### src/rtl/mfs_pkg.sv
// Shared types, constants and the control program of the muscle force step.
// Used by mfs_useq, mfs_datapath and muscle_force_step; depends on nothing.
package mfs_pkg;

    // Field widths
    localparam int LEN_W    = 16;
    localparam int PERIOD_W = 11;
    localparam int DATA_W   = 32;
    localparam int PC_W     = 4;

    // Reset value of the spike period register
    localparam logic [PERIOD_W-1:0] PERIOD_RESET = 11'd102;

    // Filter feedback coefficients, Q2.30
    localparam logic signed [31:0] COEF_A1 = 32'sd2085206622;
    localparam logic signed [31:0] COEF_A2 = 32'sd1012538540;
    // Spike terms 2299 and 2289, Q16.16
    localparam logic signed [31:0] COEF_B0_Q16 = 32'sd150667264;
    localparam logic signed [31:0] COEF_B1_Q16 = 32'sd150011904;
    // Force update: T' = T + (136*A - 211*T) / 51200
    localparam logic signed [31:0] KSE_NUM  = 32'sd136;
    localparam logic signed [31:0] DAMP_NUM = 32'sd211;
    localparam logic [39:0]        STEP_HALF = 40'd25600;
    // ceil(2^34 / 25): exact quotient by 25 for dividends below 2^29
    localparam logic signed [31:0] RECIP_25 = 32'sd687194768;

    // Length breakpoints, Q2.14
    localparam logic [16:0] ONE_Q14   = 17'd16384;
    localparam logic [16:0] TWO_Q14   = 17'd32768;
    localparam logic [16:0] THREE_Q14 = 17'd49152;

    // Rounding offsets
    localparam logic signed [63:0] RND_30 = 64'sd536870912;
    localparam logic signed [63:0] RND_28 = 64'sd134217728;

    // Multiplier operand A select
    localparam logic [2:0] OPA_ACT1  = 3'd0;
    localparam logic [2:0] OPA_ACT2  = 3'd1;
    localparam logic [2:0] OPA_U     = 3'd2;
    localparam logic [2:0] OPA_H     = 3'd3;
    localparam logic [2:0] OPA_A     = 3'd4;
    localparam logic [2:0] OPA_FORCE = 3'd5;
    localparam logic [2:0] OPA_N     = 3'd6;

    // Multiplier operand B select
    localparam logic [2:0] OPB_A1    = 3'd0;
    localparam logic [2:0] OPB_A2    = 3'd1;
    localparam logic [2:0] OPB_V     = 3'd2;
    localparam logic [2:0] OPB_PROD  = 3'd3;
    localparam logic [2:0] OPB_K136  = 3'd4;
    localparam logic [2:0] OPB_K211  = 3'd5;
    localparam logic [2:0] OPB_RECIP = 3'd6;

    // Accumulator operation
    localparam logic [1:0] ACC_NOP  = 2'd0;
    localparam logic [1:0] ACC_LOAD = 2'd1;
    localparam logic [1:0] ACC_SUB  = 2'd2;

    // Write-back operation
    localparam logic [2:0] WB_NONE = 3'd0;
    localparam logic [2:0] WB_H    = 3'd1;
    localparam logic [2:0] WB_A    = 3'd2;
    localparam logic [2:0] WB_AZ   = 3'd3;
    localparam logic [2:0] WB_N    = 3'd4;
    localparam logic [2:0] WB_T    = 3'd5;

    // Jump condition
    localparam logic [1:0] JMP_NONE   = 2'd0;
    localparam logic [1:0] JMP_ALWAYS = 2'd1;
    localparam logic [1:0] JMP_WZERO  = 2'd2;

    // Program addresses that are jump targets or bounds
    localparam logic [PC_W-1:0] STEP_AZERO = 4'd6;
    localparam logic [PC_W-1:0] STEP_SCALE = 4'd7;
    localparam logic [PC_W-1:0] STEP_LAST  = 4'd12;

    typedef struct packed {
        logic            mul_en;
        logic [2:0]      opa;
        logic [2:0]      opb;
        logic [1:0]      acc_op;
        logic [2:0]      wb;
        logic [1:0]      jmp;
        logic [PC_W-1:0] target;
        logic            last;
    } ucode_t;

    // Sequencer to datapath
    typedef struct packed {
        logic   load;   // input transfer this cycle
        logic   run;    // current control word executes
        ucode_t word;
    } seq_ctrl_t;

    function automatic ucode_t uc(
        input logic            mul_en,
        input logic [2:0]      opa,
        input logic [2:0]      opb,
        input logic [1:0]      acc_op,
        input logic [2:0]      wb,
        input logic [1:0]      jmp,
        input logic [PC_W-1:0] target,
        input logic            last
    );
        ucode_t w;
        w.mul_en = mul_en;
        w.opa    = opa;
        w.opb    = opb;
        w.acc_op = acc_op;
        w.wb     = wb;
        w.jmp    = jmp;
        w.target = target;
        w.last   = last;
        return w;
    endfunction

    // Control program; a product is usable in the step after its multiply
    function automatic ucode_t ucode_rom(input logic [PC_W-1:0] addr);
        ucode_t w;
        case (addr)
            // filter feedback: acc = A1*act1 - A2*act2
            4'd0:  w = uc(1'b1, OPA_ACT1, OPB_A1, ACC_NOP, WB_NONE, JMP_NONE, '0, 1'b0);
            4'd1:  w = uc(1'b1, OPA_ACT2, OPB_A2, ACC_LOAD, WB_NONE, JMP_NONE, '0, 1'b0);
            // length weight u*v
            4'd2:  w = uc(1'b1, OPA_U, OPB_V, ACC_SUB, WB_NONE, JMP_NONE, '0, 1'b0);
            // h; weight outside its support skips the scaling
            4'd3:  w = uc(1'b0, OPA_H, OPB_PROD, ACC_NOP, WB_H, JMP_WZERO, STEP_AZERO, 1'b0);
            4'd4:  w = uc(1'b1, OPA_H, OPB_PROD, ACC_NOP, WB_NONE, JMP_NONE, '0, 1'b0);
            4'd5:  w = uc(1'b0, OPA_H, OPB_PROD, ACC_NOP, WB_A, JMP_ALWAYS, STEP_SCALE, 1'b0);
            4'd6:  w = uc(1'b0, OPA_H, OPB_PROD, ACC_NOP, WB_AZ, JMP_NONE, '0, 1'b0);
            // force numerator: acc = 136*A - 211*T
            4'd7:  w = uc(1'b1, OPA_A, OPB_K136, ACC_NOP, WB_NONE, JMP_NONE, '0, 1'b0);
            4'd8:  w = uc(1'b1, OPA_FORCE, OPB_K211, ACC_LOAD, WB_NONE, JMP_NONE, '0, 1'b0);
            4'd9:  w = uc(1'b0, OPA_FORCE, OPB_K211, ACC_SUB, WB_NONE, JMP_NONE, '0, 1'b0);
            // divide by 51200: shift by 11, then multiply by reciprocal of 25
            4'd10: w = uc(1'b0, OPA_N, OPB_RECIP, ACC_NOP, WB_N, JMP_NONE, '0, 1'b0);
            4'd11: w = uc(1'b1, OPA_N, OPB_RECIP, ACC_NOP, WB_NONE, JMP_NONE, '0, 1'b0);
            4'd12: w = uc(1'b0, OPA_N, OPB_RECIP, ACC_NOP, WB_T, JMP_NONE, '0, 1'b1);
            default: w = uc(1'b0, OPA_ACT1, OPB_A1, ACC_NOP, WB_NONE, JMP_NONE, '0, 1'b0);
        endcase
        return w;
    endfunction

    // Clamp to signed 32 bits
    function automatic logic signed [31:0] sat32(input logic signed [39:0] v);
        logic signed [31:0] r;
        if (v > 40'sd2147483647)
            r = 32'sh7FFFFFFF;
        else if (v < -40'sd2147483648)
            r = 32'sh80000000;
        else
            r = v[31:0];
        return r;
    endfunction

endpackage

### src/rtl/mfs_useq.sv
// Microcode sequencer: step counter, control ROM, jumps and stream handshakes.
// Depends on mfs_pkg.
module mfs_useq (
    input  logic               clk,
    input  logic               rst_n,
    input  logic               in_valid,
    output logic               in_ready,
    output logic               out_valid,
    input  logic               out_ready,
    input  logic               wzero,
    output mfs_pkg::seq_ctrl_t ctrl
);

    logic                     busy_reg, busy_next;
    logic [mfs_pkg::PC_W-1:0] pc_reg, pc_next;
    logic                     out_valid_reg, out_valid_next;
    mfs_pkg::ucode_t          word;
    logic                     accept;
    logic                     stall;
    logic                     run;
    logic                     jump_taken;

    assign word     = mfs_pkg::ucode_rom(pc_reg);
    assign in_ready = !busy_reg;
    assign accept   = in_valid && !busy_reg;

    // Final step commits into the result register; hold it while that is full and not being taken
    assign stall = word.last && out_valid_reg && !out_ready;
    assign run   = busy_reg && !stall;

    assign jump_taken = (word.jmp == mfs_pkg::JMP_ALWAYS)
                     || ((word.jmp == mfs_pkg::JMP_WZERO) && wzero);

    // Step counter, busy flag and result valid flag
    always_comb
    begin
        busy_next      = busy_reg;
        pc_next        = pc_reg;
        out_valid_next = out_valid_reg && !out_ready;
        if (accept)
        begin
            busy_next = 1'b1;
            pc_next   = '0;
        end
        else if (run)
        begin
            if (word.last)
            begin
                busy_next      = 1'b0;
                out_valid_next = 1'b1;
            end
            else if (jump_taken)
                pc_next = word.target;
            else
                pc_next = pc_reg + 1'b1;
        end
    end

    always_ff @(posedge clk or negedge rst_n)
    begin
        if (!rst_n)
        begin
            busy_reg      <= 1'b0;
            pc_reg        <= '0;
            out_valid_reg <= 1'b0;
        end
        else
        begin
            busy_reg      <= busy_next;
            pc_reg        <= pc_next;
            out_valid_reg <= out_valid_next;
        end
    end

    assign out_valid = out_valid_reg;
    assign ctrl.load = accept;
    assign ctrl.run  = run;
    assign ctrl.word = word;

`ifndef SYNTHESIS
    // program counter never leaves the program
    a_pc_range: assert property (@(posedge clk) disable iff (!rst_n)
        busy_reg |-> (pc_reg <= mfs_pkg::STEP_LAST))
        else $error("pc outside program");

    // a transfer starts the program at its first step
    a_start: assert property (@(posedge clk) disable iff (!rst_n)
        accept |=> (busy_reg && (pc_reg == '0)))
        else $error("program did not start");

    // a result appears only from a finished program
    a_result_src: assert property (@(posedge clk) disable iff (!rst_n)
        $rose(out_valid_reg) |-> $past(busy_reg && word.last))
        else $error("result without final step");

    // program end always leaves a pending result
    a_end_result: assert property (@(posedge clk) disable iff (!rst_n)
        $fell(busy_reg) |-> out_valid_reg)
        else $error("program ended without result");
`endif

endmodule

### src/rtl/mfs_datapath.sv
// Datapath: shared multiplier, accumulator, model state and result register.
// Driven by the control word from mfs_useq; depends on mfs_pkg.
module mfs_datapath (
    input  logic                                clk,
    input  logic                                rst_n,
    input  mfs_pkg::seq_ctrl_t                  ctrl,
    input  logic [mfs_pkg::LEN_W-1:0]           length_sample,
    input  logic                                start_req,
    input  logic [mfs_pkg::PERIOD_W-1:0]        spike_period,
    output logic                                wzero,
    output logic signed [mfs_pkg::DATA_W-1:0]   force_res,
    output logic signed [mfs_pkg::DATA_W-1:0]   activation,
    output logic                                spike
);

    // Model state
    logic [mfs_pkg::PERIOD_W-1:0] phase_reg;
    logic                         sp1_reg;
    logic signed [31:0]           act1_reg;
    logic signed [31:0]           act2_reg;
    logic signed [31:0]           force_reg;

    // Working registers
    logic [15:0]        x_reg;
    logic               fire_reg;
    logic signed [63:0] prod_reg;
    logic signed [63:0] acc_reg;
    logic signed [31:0] h_reg;
    logic signed [31:0] a_reg;
    logic [28:0]        n_reg;
    logic               neg_reg;
    logic signed [31:0] out_force_reg;
    logic signed [31:0] out_act_reg;
    logic               out_spike_reg;

    logic               wb_run;
    logic               fire_now;
    logic [16:0]        x2;
    logic [15:0]        u_val, v_val;
    logic signed [31:0] mul_a, mul_b;
    logic signed [63:0] prod_next;
    logic signed [63:0] acc_rnd;
    logic signed [33:0] h_fb;
    logic signed [35:0] h_sum;
    logic signed [31:0] h_val;
    logic signed [63:0] prod_rnd;
    logic signed [63:0] mag;
    logic [39:0]        m_val;
    logic signed [33:0] q_s;
    logic signed [33:0] t_sum;
    logic signed [31:0] t_val;
    logic [mfs_pkg::PERIOD_W-1:0] period_eff;
    logic [mfs_pkg::PERIOD_W:0]   ph_inc;
    logic [mfs_pkg::PERIOD_W-1:0] ph_next;
    logic               commit;

    assign wb_run = ctrl.run;
    assign commit = wb_run && (ctrl.word.wb == mfs_pkg::WB_T);

    // Spike rule; a start transfer sees a cleared phase
    assign fire_now = (spike_period <= 11'd1)
                   || (!start_req && (phase_reg == 11'd1));

    // Phase advance; zero period acts as one
    assign period_eff = (spike_period == '0) ? 11'd1 : spike_period;
    assign ph_inc     = {1'b0, phase_reg} + 1'b1;
    assign ph_next    = (ph_inc >= {1'b0, period_eff}) ? '0 : ph_inc[10:0];

    // Length weight as u*v: (2x-1)(3-2x) below one, x(2-x) from one to two
    assign x2 = {x_reg, 1'b0};
    always_comb
    begin
        u_val = '0;
        v_val = '0;
        if (x_reg[15:14] == 2'b00)
        begin
            u_val = 16'(x2 - mfs_pkg::ONE_Q14);
            v_val = 16'(mfs_pkg::THREE_Q14 - x2);
        end
        else
        begin
            u_val = x_reg;
            v_val = 16'(mfs_pkg::TWO_Q14 - {1'b0, x_reg});
        end
    end
    assign wzero = x_reg[15] || (x_reg[15:13] == 3'b000);

    // Operand selection
    always_comb
    begin
        case (ctrl.word.opa)
            mfs_pkg::OPA_ACT1:  mul_a = act1_reg;
            mfs_pkg::OPA_ACT2:  mul_a = act2_reg;
            mfs_pkg::OPA_U:     mul_a = {16'b0, u_val};
            mfs_pkg::OPA_H:     mul_a = h_reg;
            mfs_pkg::OPA_A:     mul_a = a_reg;
            mfs_pkg::OPA_FORCE: mul_a = force_reg;
            mfs_pkg::OPA_N:     mul_a = {3'b0, n_reg};
            default:            mul_a = '0;
        endcase
        case (ctrl.word.opb)
            mfs_pkg::OPB_A1:    mul_b = mfs_pkg::COEF_A1;
            mfs_pkg::OPB_A2:    mul_b = mfs_pkg::COEF_A2;
            mfs_pkg::OPB_V:     mul_b = {16'b0, v_val};
            mfs_pkg::OPB_PROD:  mul_b = prod_reg[31:0];
            mfs_pkg::OPB_K136:  mul_b = mfs_pkg::KSE_NUM;
            mfs_pkg::OPB_K211:  mul_b = mfs_pkg::DAMP_NUM;
            mfs_pkg::OPB_RECIP: mul_b = mfs_pkg::RECIP_25;
            default:            mul_b = '0;
        endcase
    end

    assign prod_next = mul_a * mul_b;

    // h: feedback rounded half up to Q16.16, plus spike terms, saturated
    assign acc_rnd = acc_reg + mfs_pkg::RND_30;
    assign h_fb    = acc_rnd[63:30];
    assign h_sum   = 36'(h_fb)
                   + (fire_reg ? 36'(mfs_pkg::COEF_B0_Q16) : 36'sd0)
                   - (sp1_reg  ? 36'(mfs_pkg::COEF_B1_Q16) : 36'sd0);
    assign h_val   = mfs_pkg::sat32(40'(h_sum));

    // A = h*w rounded half up from Q.44
    assign prod_rnd = prod_reg + mfs_pkg::RND_28;

    // |num| + 25600, then /2048 exactly; remaining /25 is by reciprocal
    assign mag   = acc_reg[63] ? -acc_reg : acc_reg;
    assign m_val = mag[39:0] + mfs_pkg::STEP_HALF;

    // Signed increment and saturating force update
    assign q_s   = {9'b0, prod_reg[58:34]};
    assign t_sum = 34'(force_reg) + (neg_reg ? -q_s : q_s);
    assign t_val = mfs_pkg::sat32(40'(t_sum));

    // Model state: cleared by reset or a start transfer, updated at commit
    always_ff @(posedge clk or negedge rst_n)
    begin
        if (!rst_n)
        begin
            phase_reg <= '0;
            sp1_reg   <= 1'b0;
            act1_reg  <= '0;
            act2_reg  <= '0;
            force_reg <= '0;
        end
        else if (ctrl.load && start_req)
        begin
            phase_reg <= '0;
            sp1_reg   <= 1'b0;
            act1_reg  <= '0;
            act2_reg  <= '0;
            force_reg <= '0;
        end
        else if (commit)
        begin
            phase_reg <= ph_next;
            sp1_reg   <= fire_reg;
            act1_reg  <= h_reg;
            act2_reg  <= act1_reg;
            force_reg <= t_val;
        end
    end

    // Working registers and result register
    always_ff @(posedge clk)
    begin
        if (ctrl.load)
        begin
            x_reg    <= length_sample;
            fire_reg <= fire_now;
        end
        if (wb_run && ctrl.word.mul_en)
            prod_reg <= prod_next;
        if (wb_run)
        begin
            case (ctrl.word.acc_op)
                mfs_pkg::ACC_LOAD: acc_reg <= prod_reg;
                mfs_pkg::ACC_SUB:  acc_reg <= acc_reg - prod_reg;
                default:           acc_reg <= acc_reg;
            endcase
            case (ctrl.word.wb)
                mfs_pkg::WB_H:  h_reg <= h_val;
                mfs_pkg::WB_A:  a_reg <= prod_rnd[59:28];
                mfs_pkg::WB_AZ: a_reg <= '0;
                mfs_pkg::WB_N:
                begin
                    n_reg   <= m_val[39:11];
                    neg_reg <= acc_reg[63];
                end
                mfs_pkg::WB_T:
                begin
                    out_force_reg <= t_val;
                    out_act_reg   <= h_reg;
                    out_spike_reg <= fire_reg;
                end
                default: ;
            endcase
        end
    end

    assign force_res  = out_force_reg;
    assign activation = out_act_reg;
    assign spike      = out_spike_reg;

endmodule

### src/rtl/muscle_force_step.sv
// Top level of the muscle force step: spike period register, sequencer, datapath.
// Depends on mfs_pkg, mfs_useq and mfs_datapath.
//
//  channel   | direction | tdata                         | tuser
//  ----------+-----------+-------------------------------+-----------
//  s_axis    | in        | [15:0] length_sample          | start_req
//  m_axis    | out       | [31:0] force_res,             | spike
//            |           | [63:32] activation            |
//  spike_period_we/wdata | register write, no read-back  |
//
// An item is taken in its transfer cycle and then walks step by step through the
// control program on one shared 32x32 multiplier. A length outside the weight's
// support skips the scaling steps, so the walk is shorter.
// The result's tvalid rises when the final step commits, and s_axis_tready rises
// again with it.
// The final step waits while an earlier result is still untaken.
// Reset sets the spike period to 102 and clears the model state; a start_req
// transfer clears the state as well.
module muscle_force_step (
    input  logic        clk,
    input  logic        rst_n,
    // length_sample [15:0]
    input  logic        s_axis_tvalid,
    output logic        s_axis_tready,
    input  logic [15:0] s_axis_tdata,
    // start_req
    input  logic        s_axis_tuser,
    // force_res [31:0], activation [63:32]
    output logic        m_axis_tvalid,
    input  logic        m_axis_tready,
    output logic [63:0] m_axis_tdata,
    // spike
    output logic        m_axis_tuser,
    input  logic        spike_period_we,
    input  logic [10:0] spike_period_wdata
);

    logic [mfs_pkg::PERIOD_W-1:0] spike_period_reg;
    mfs_pkg::seq_ctrl_t           ctrl;
    logic                         wzero;
    logic signed [31:0]           force_res;
    logic signed [31:0]           activation;
    logic                         spike;

    // Spike period register
    always_ff @(posedge clk or negedge rst_n)
    begin
        if (!rst_n)
            spike_period_reg <= mfs_pkg::PERIOD_RESET;
        else if (spike_period_we)
            spike_period_reg <= spike_period_wdata;
    end

    mfs_useq u_useq (
        .clk       (clk),
        .rst_n     (rst_n),
        .in_valid  (s_axis_tvalid),
        .in_ready  (s_axis_tready),
        .out_valid (m_axis_tvalid),
        .out_ready (m_axis_tready),
        .wzero     (wzero),
        .ctrl      (ctrl)
    );

    mfs_datapath u_datapath (
        .clk           (clk),
        .rst_n         (rst_n),
        .ctrl          (ctrl),
        .length_sample (s_axis_tdata),
        .start_req     (s_axis_tuser),
        .spike_period  (spike_period_reg),
        .wzero         (wzero),
        .force_res     (force_res),
        .activation    (activation),
        .spike         (spike)
    );

    assign m_axis_tdata = {activation, force_res};
    assign m_axis_tuser = spike;

endmodule
### config.mk
export PLATFORM = sky130hd
export DESIGN_NAME = muscle_force_step
export DESIGN_NICKNAME = d
export VERILOG_FILES = /design/src/rtl/mfs_pkg.sv /design/src/rtl/mfs_useq.sv /design/src/rtl/mfs_datapath.sv /design/src/rtl/muscle_force_step.sv
export SDC_FILE = /design/constraint.sdc
export NUM_CORES = 2
export LEC_CHECK = 0
export BUFFER_PORTS_ARGS = -buffer_cell sky130_fd_sc_hd__buf_2
export CORE_ASPECT_RATIO = 1.75
export CORE_MARGIN = 1.5
export CORE_UTILIZATION = 60
export CTS_CLUSTER_SIZE = 20
export DETAILED_ROUTE_END_ITERATION = 8
export HOLD_SLACK_MARGIN = 0.15
export PLACE_DENSITY = 0.77
export SLEW_MARGIN = 25
export SYNTH_ARGS = -nofsm -noshare
export SYNTH_HDL_FRONTEND = slang
export SYNTH_SLANG_ARGS = --single-unit
### constraint.sdc
create_clock -name clk -period 11 [get_ports clk]
set_input_delay 2.2 -clock clk [delete_from_list [all_inputs] [get_ports clk]]
set_output_delay 2.2 -clock clk [all_outputs]
set_load 0.01 [all_outputs]
=== Yosys cells after proc, flatten, opt, wreduce, memory -nomap -nowiden ===
Memories as Yosys holds them, arrays and structs flattened.
Cells that the tools add are included.

* Logic and storage cells: 134
* Memories kept: 1
* Register bits: 429
* ROM bits: 288

* Muxes and demuxes: 35
* Magnitude comparators: 6
* $mul: 1
* $add $sub $neg: 14
* Equal/unequal tests: 23
* Reductions and logical operators: 34

{| class="wikitable"
|+ Memories
! name !! depth !! bits a word !! read ports !! clocked after memory_dff !! wr ports !! RTL line !! source
|-
| (name not given) || 16 || 18 || 1 || 0 || 0 || mfs_pkg.sv:120 || <nowiki>case (addr)</nowiki>
|}

{| class="wikitable"
|+ Operators with widths
! operator !! number
|-
| one-hot mux 32 bit (7 select lines) || 2
|-
| two-way mux 32 bit || 9
|-
| one-hot mux 64 bit (2 select lines) || 1
|-
| adder 64 x 31 -> 64 bit, second input constant || 1
|-
| multiplier 32 x 32 -> 64 bit || 1
|-
| one-hot mux 32 bit (2 select lines) || 1
|-
| subtractor 64 bit || 1
|-
| adder 60 x 29 -> 60 bit, second input constant || 1
|-
| two-way mux 28 bit || 2
|-
| two-way mux 11 bit || 4
|-
| adder 40 x 15 -> 40 bit, second input constant || 1
|-
| two-way mux 40 bit || 1
|-
| negator 40 bit || 1
|-
| > comparator 36 x 32 -> 1 bit, second input constant || 1
|-
| less-than comparator 36 x 32 -> 1 bit, second input constant || 1
|-
| subtractor 36 x 29 -> 36 bit || 1
|-
| adder 34 x 29 -> 35 bit || 1
|-
| adder 32 x 34 -> 34 bit || 1
|-
| > comparator 34 x 32 -> 1 bit, second input constant || 1
|-
| less-than comparator 34 x 32 -> 1 bit, second input constant || 1
|-
| two-way mux 34 bit || 1
|-
| negator 25 -> 34 bit || 1
|-
| two-way mux 16 bit || 2
|-
| subtractor 16 bit, first input constant || 2
|-
| 22 further kinds || 74
|}

=== Longest topological paths before layout ===
* Depth after elaboration: 8
* Mapped depth: 41

=== By module ===
A second synthesis with hierarchy kept.

* Cells, all modules: 7045
* Area total of the unflattened synthesis: 64411.8 sq um

{| class="wikitable"
|+ By module, submodules not included
! module !! area each (sq um) !! sequential area each (sq um) !! cells each !! times used
|-
| mfs_datapath || 63251.9 || 11831.3 || 6927 || 1
|-
| mfs_useq || 706.9 || 150.1 || 95 || 1
|-
| muscle_force_step || 452.9 || 280.3 || 23 || 1
|}

=== Worst setup path after synthesis ===
Ideal clock, no wire load.

* Kind: flip-flop to flip-flop
* From: reg u_useq.pc_reg[0] (netlist name)
* To: reg u_datapath.prod_reg[61], data pin
* Data required time: 10.741 ns
* Path slack: 0.386 ns
* Data arrival time: 10.355 ns
* Clock period less this slack: 10.614 ns
* Library setup time: 0.259 ns
* Cell stages (with the launch flop): 38
* Buffers on the path: 2
* Cell sequence: dfrtp_1 inv_1 ha_1 nand2_1 o21ai_0 nand2_1 o21ai_1 nand2_1 nor2_1 clkbuf_1 a22o_1 a2111oi_0 clkbuf_1 nor2_1 fa_1 inv_1 fa_1 inv_1 [... 2 more ...] fa_1 fa_1 fa_1 inv_1 fa_1 inv_1 ha_1 a21oi_1 o21ai_0 a22oi_1 o21bai_1 a221o_1 a41oi_1 o21ai_1 a211o_1 a31o_2 o311a_1 a211o_1

* Word-level cells in the longest chain between the ends: 4
* Elaborated cells between the ends (all ways): 18
* Classes of those cells: mul: 1; eq/ne: 12; mux: 2; reduce/logical: 2; memory: 1

{| class="wikitable"
|+ RTL lines
! what !! RTL line !! source
|-
| from (decl) || mfs_useq.sv:15 || <nowiki>logic [mfs_pkg::PC_W-1:0] pc_reg, pc_next;</nowiki>
|-
| from (signal assigned) || mfs_useq.sv:70 || <nowiki>pc_reg <= pc_next;</nowiki>
|-
| memory read (16 x 18 bit) * || -- ||
|-
| == test 3 bit (tied with other cells) || mfs_datapath.sv:91 || <nowiki>case (ctrl.word.opa)</nowiki>
|-
| one-hot mux 32 bit (7 select lines) (on tied branches) || mfs_datapath.sv:91, mfs_datapath.sv:101 ||
|-
| multiplier 32 x 32 -> 64 bit * || mfs_datapath.sv:113 || <nowiki>assign prod_next = mul_a * mul_b;</nowiki>
|-
| net u_datapath.prod_next[61] || mfs_datapath.sv:41 || <nowiki>logic signed [63:0] prod_next;</nowiki>
|-
| to (signal assigned) || mfs_datapath.sv:173 || <nowiki>prod_reg <= prod_next;</nowiki>
|-
| to (decl) || mfs_datapath.sv:26 || <nowiki>logic signed [63:0] prod_reg;</nowiki>
|}

Mark *: on every way through the listed nets, which the timed path passes. The rest lies on a longest branch.
A chain may end at the register's enable or synchronous reset.

=== Worst setup path in the final report ===
* From: reg u_useq.pc_reg[1] (netlist name)
* To: reg u_datapath.prod_reg[61], data pin

The elaborated chain is that of the path after synthesis.

==> run summary <==
Counting the buffers created by CTS gives 39. The first detailed-routing pass took 8 iterations. In this run, synthesis inferred between 300 and 400 flip-flops with an integrated enable. The number of antenna violations at the first check in global routing came out at 9. The critical path start-end classification is reg2reg.

Synthesis produced a netlist with a net count of around 8.6k. The residual DRC count came out at 0. The global route total overflow is 0. The cell taking the most area after synthesis is sky130_fd_sc_hd__fa_1. The die area is approximately 0.11 mm². For the pin with the worst max-slew slack, the measured transition is roughly 1.2 ns.

During placement, the flow inserted port buffers numbering 99. The sum of negative setup slack is 0 ns. In this run the critical register-to-register path is launched from u_useq.pc_reg[1]. In this run the remaining antenna-violating nets after routing total 0.

The startpoint identified for the worst hold timing path is u_datapath.act2_reg[9]. Synthesis produced a netlist whose cell count is 7130. The required arrival time at the worst endpoint came out at about 11 ns. The total via count in the routed design came out at between 50k and 60k.

The I/O pin count came out at 100. Along the worst hold path, the cell count comes to 1. The critical path startpoint category is a register.

After layout, the worst path uses about 98% of the clock period. The height of the chip came out at 436 µm. The first global-routing pass estimated roughly 360000 µm of wire.

In the synthesized netlist, the cells that appear most often are 1302 x sky130_fd_sc_hd__inv_1, 1085 x sky130_fd_sc_hd__fa_1, 946 x sky130_fd_sc_hd__nand2_1, 715 x sky130_fd_sc_hd__nor2_1, 324 x sky130_fd_sc_hd__ha_1. The sequential fraction of the synthesis area came out at a little under a fifth. In this run the critical register-to-register path is captured at u_datapath.prod_reg[61].

The number of H-tree levels came out at 2. The floorplan has roughly 160 rows. The number of cells traversed by the worst register-to-register path is 36. For this configuration, the core starts out at a cell density of roughly three fifths. The most common cell in the synthesized netlist is sky130_fd_sc_hd__inv_1. The nature of the critical path endpoint is a register. The synthesized design contains 429 register bits. The number of max-slew violations in the final report came out at 0. The slowest stage of the critical path is the sky130_fd_sc_hd__fa_1 cell.

The number of library cell types mapped by synthesis came out at between 90 and 100. The later pin in the worst-skew pair is clocked with a latency of ~0.6 ns. The pin count of the biggest net entering global routing came out at between 90 and 100.

The footprint of the flip-flops and latches came out at between 0.01 and 0.015 mm². The class of the tightest hold or removal check is reg2reg. The arrival time at the worst endpoint is about 11 ns. Measured against its own limit, the worst slew margin works out to around 17%. The maximum frequency from static timing analysis came out at 92.5 MHz. The share of post-route cells with drive strength above 1 is ~8.4%.

Setup repair after global routing could not meet its margin everywhere. The final number of hold-violating endpoints is 0. TritonCTS built the clock tree. The via count of the first global-routing pass came out at between 50k and 60k. The growth of design area from synthesis to finish came out at 8.30%. For the final database, setup skew stands at 0.0326 ns. The average wire length per cell after detail routing came out at approximately 29 µm.

The overall global routing resource usage is between 40% and 50%. The dominant register cell in the synthesized netlist is sky130_fd_sc_hd__edfxtp_1. The chip width came out at roughly 250 µm. The total of warnings raised by yosys is 0. The routed wire length is 247000 µm. The CTS clock-pin slew for the worst setup and hold paths came out at 0.08 ns. The ratio of routed vias to standard cells came out at between 6 and 7. The number of max-cap violations is 0. Setup violations remaining at the end of the flow were counted as 0.

The number of sinks driven by the clock tree is 429. The global placement routability congestion came out at between 1 and 1.5. The area of combinational cells with multiple inputs came out at 0.0464 mm². In the synthesized netlist the async set-or-reset flop fraction comes to a little under 30%. Among the stages of the critical path, the cell type that occurs most often is sky130_fd_sc_hd__fa_1. The root buffer cell chosen for the clock tree is sky130_fd_sc_hd__clkbuf_16. The time the final worst path needs with I/O delays and setup came out at 10.81 ns.

In this run the worst setup path begins at u_useq.pc_reg[1]. The largest stage delay on the critical path is between 0.5 and 0.6 ns. The total of fill cells in the finished design came out at slightly below 9k. The count of routing violations after the opening detailed-route iteration is 5578.

The total area inside the core boundary comes to approximately 0.11 mm². The flow ran to the end, and the final reports show no timing, DRC or antenna violations. Setup slack on the worst reg-to-reg path comes out at 0.19 ns. The final net count is 8645. The endpoint of the worst hold-timing path is u_datapath.act2_reg[9].

The highest fanout seen on the critical path came out at 14. The half-perimeter wire length after placement came out at about 200000 µm. Sorting the synthesized cells by area gives the leading types as sky130_fd_sc_hd__fa_1 34%, sky130_fd_sc_hd__edfxtp_1 14%, sky130_fd_sc_hd__inv_1 7.6%. The share of Yosys cell area claimed by the top area cell type is roughly 34%. Dividing the synthesized area by the synthesized cell count gives about 9.0 µm². The area of the mapped netlist is between 0.06 and 0.07 mm². The buffer depth of the longest clock path came out at 3.
## cell usage in the layout, fill, tap and decap left out, types with 119 or more instances in the layout
master | netlist | final
sky130_fd_sc_hd__xnor2_1 | 220 | 219
sky130_fd_sc_hd__dfrtp_1 | 121 | 119
sky130_fd_sc_hd__edfxtp_1 | 304 | 304
sky130_fd_sc_hd__nor2_1 | 715 | 704
sky130_fd_sc_hd__inv_1 | 1302 | 1298
sky130_fd_sc_hd__fa_1 | 1085 | 1082
sky130_fd_sc_hd__o21ai_0 | 267 | 257
sky130_fd_sc_hd__buf_4 | 0 | 249
sky130_fd_sc_hd__a21o_1 | 137 | 135
sky130_fd_sc_hd__ha_1 | 324 | 323
sky130_fd_sc_hd__a21oi_1 | 254 | 245
sky130_fd_sc_hd__nand2_1 | 946 | 945
## worst max-delay path, delay by kind of cell (launching register included)
family | cells | cell delay (ns)
flops | 1 | 0.49
compound gates | 15 | 3.61
buf+inv | 6 | 0.88
simple gates | 5 | 0.71
fa+ha+maj | 10 | 4.87
## cell families after synthesis
group                      count (synthesis)  synth area share [%]
buffers and inverters                   1653                  9.70
adders and majority gates               1410                  40.0
muxes                                     41                 0.658
xor gates and xnor gates                 315                  4.29
and+or+nand+nor                         2113                  14.0
DFF                                      429                  19.0
AOI/OAI and AO/OA                       1169                  12.3
## metrics by stage
step                      area (µm²)  hold slack, ns  worst slack, ns  cells  utilization, %
after floorplan                64400           0.445            0.386   7130               -
after global placement         68100           0.482           -0.247   8518            64.2
after detailed placement       68100           0.481           -0.338   8519            64.2
after CTS                      69600           0.505           0.0139   8590            65.5
after global routing           69800           0.519          -0.0191   8593            65.7
final                          69800           0.502            0.186   8599            65.7
## final cells by class
type,count,area share [%]
multi-input combinational,5048,66.5
sequential,429,17.6
inverter,1304,7.04
timing repair buffer,381,4.35
tap,1360,2.44
clock buffer,41,1.47
clock inverter,30,0.572
antenna,6,0.0215
## what timing repair did
| action | in CTS | in global routing |
|---|---|---|
| setup endpoints to repair | 8 | 18 |
| hold buffers | 0 | 0 |
| setup buffers | 0 | 1 |
| gates resized for setup | 5 | 33 |
## how the worst max path moves through the flow
stage | to | slack (ns) | cells after the start
6_report | u_datapath.prod_reg[61] | 0.19 | 36
5_1_grt | u_datapath.prod_reg[41] | -0.02 | 40
4_1_cts | u_datapath.prod_reg[41] | 0.01 | 36
3_5_place_dp | u_datapath.prod_reg[41] | -0.34 | 40
3_3_place_gp | u_datapath.prod_reg[61] | -0.25 | 38
2_1_floorplan | u_datapath.prod_reg[61] | 0.39 | 37
## metal layers
layer / track usage [%] / vias to the layer above / routed length (µm)
met5: 0 / - / 45
met3: 11.4 / 1377 / 23700
met1: 46.6 / 27300 / 74900
met2: 74.4 / 3379 / 115000
met4: 48.6 / 8 / 32800
li1: - / 23000 / -
Power is not shown: default switching activity piles up to over one toggle a cycle in this logic, so the estimate is an artifact.
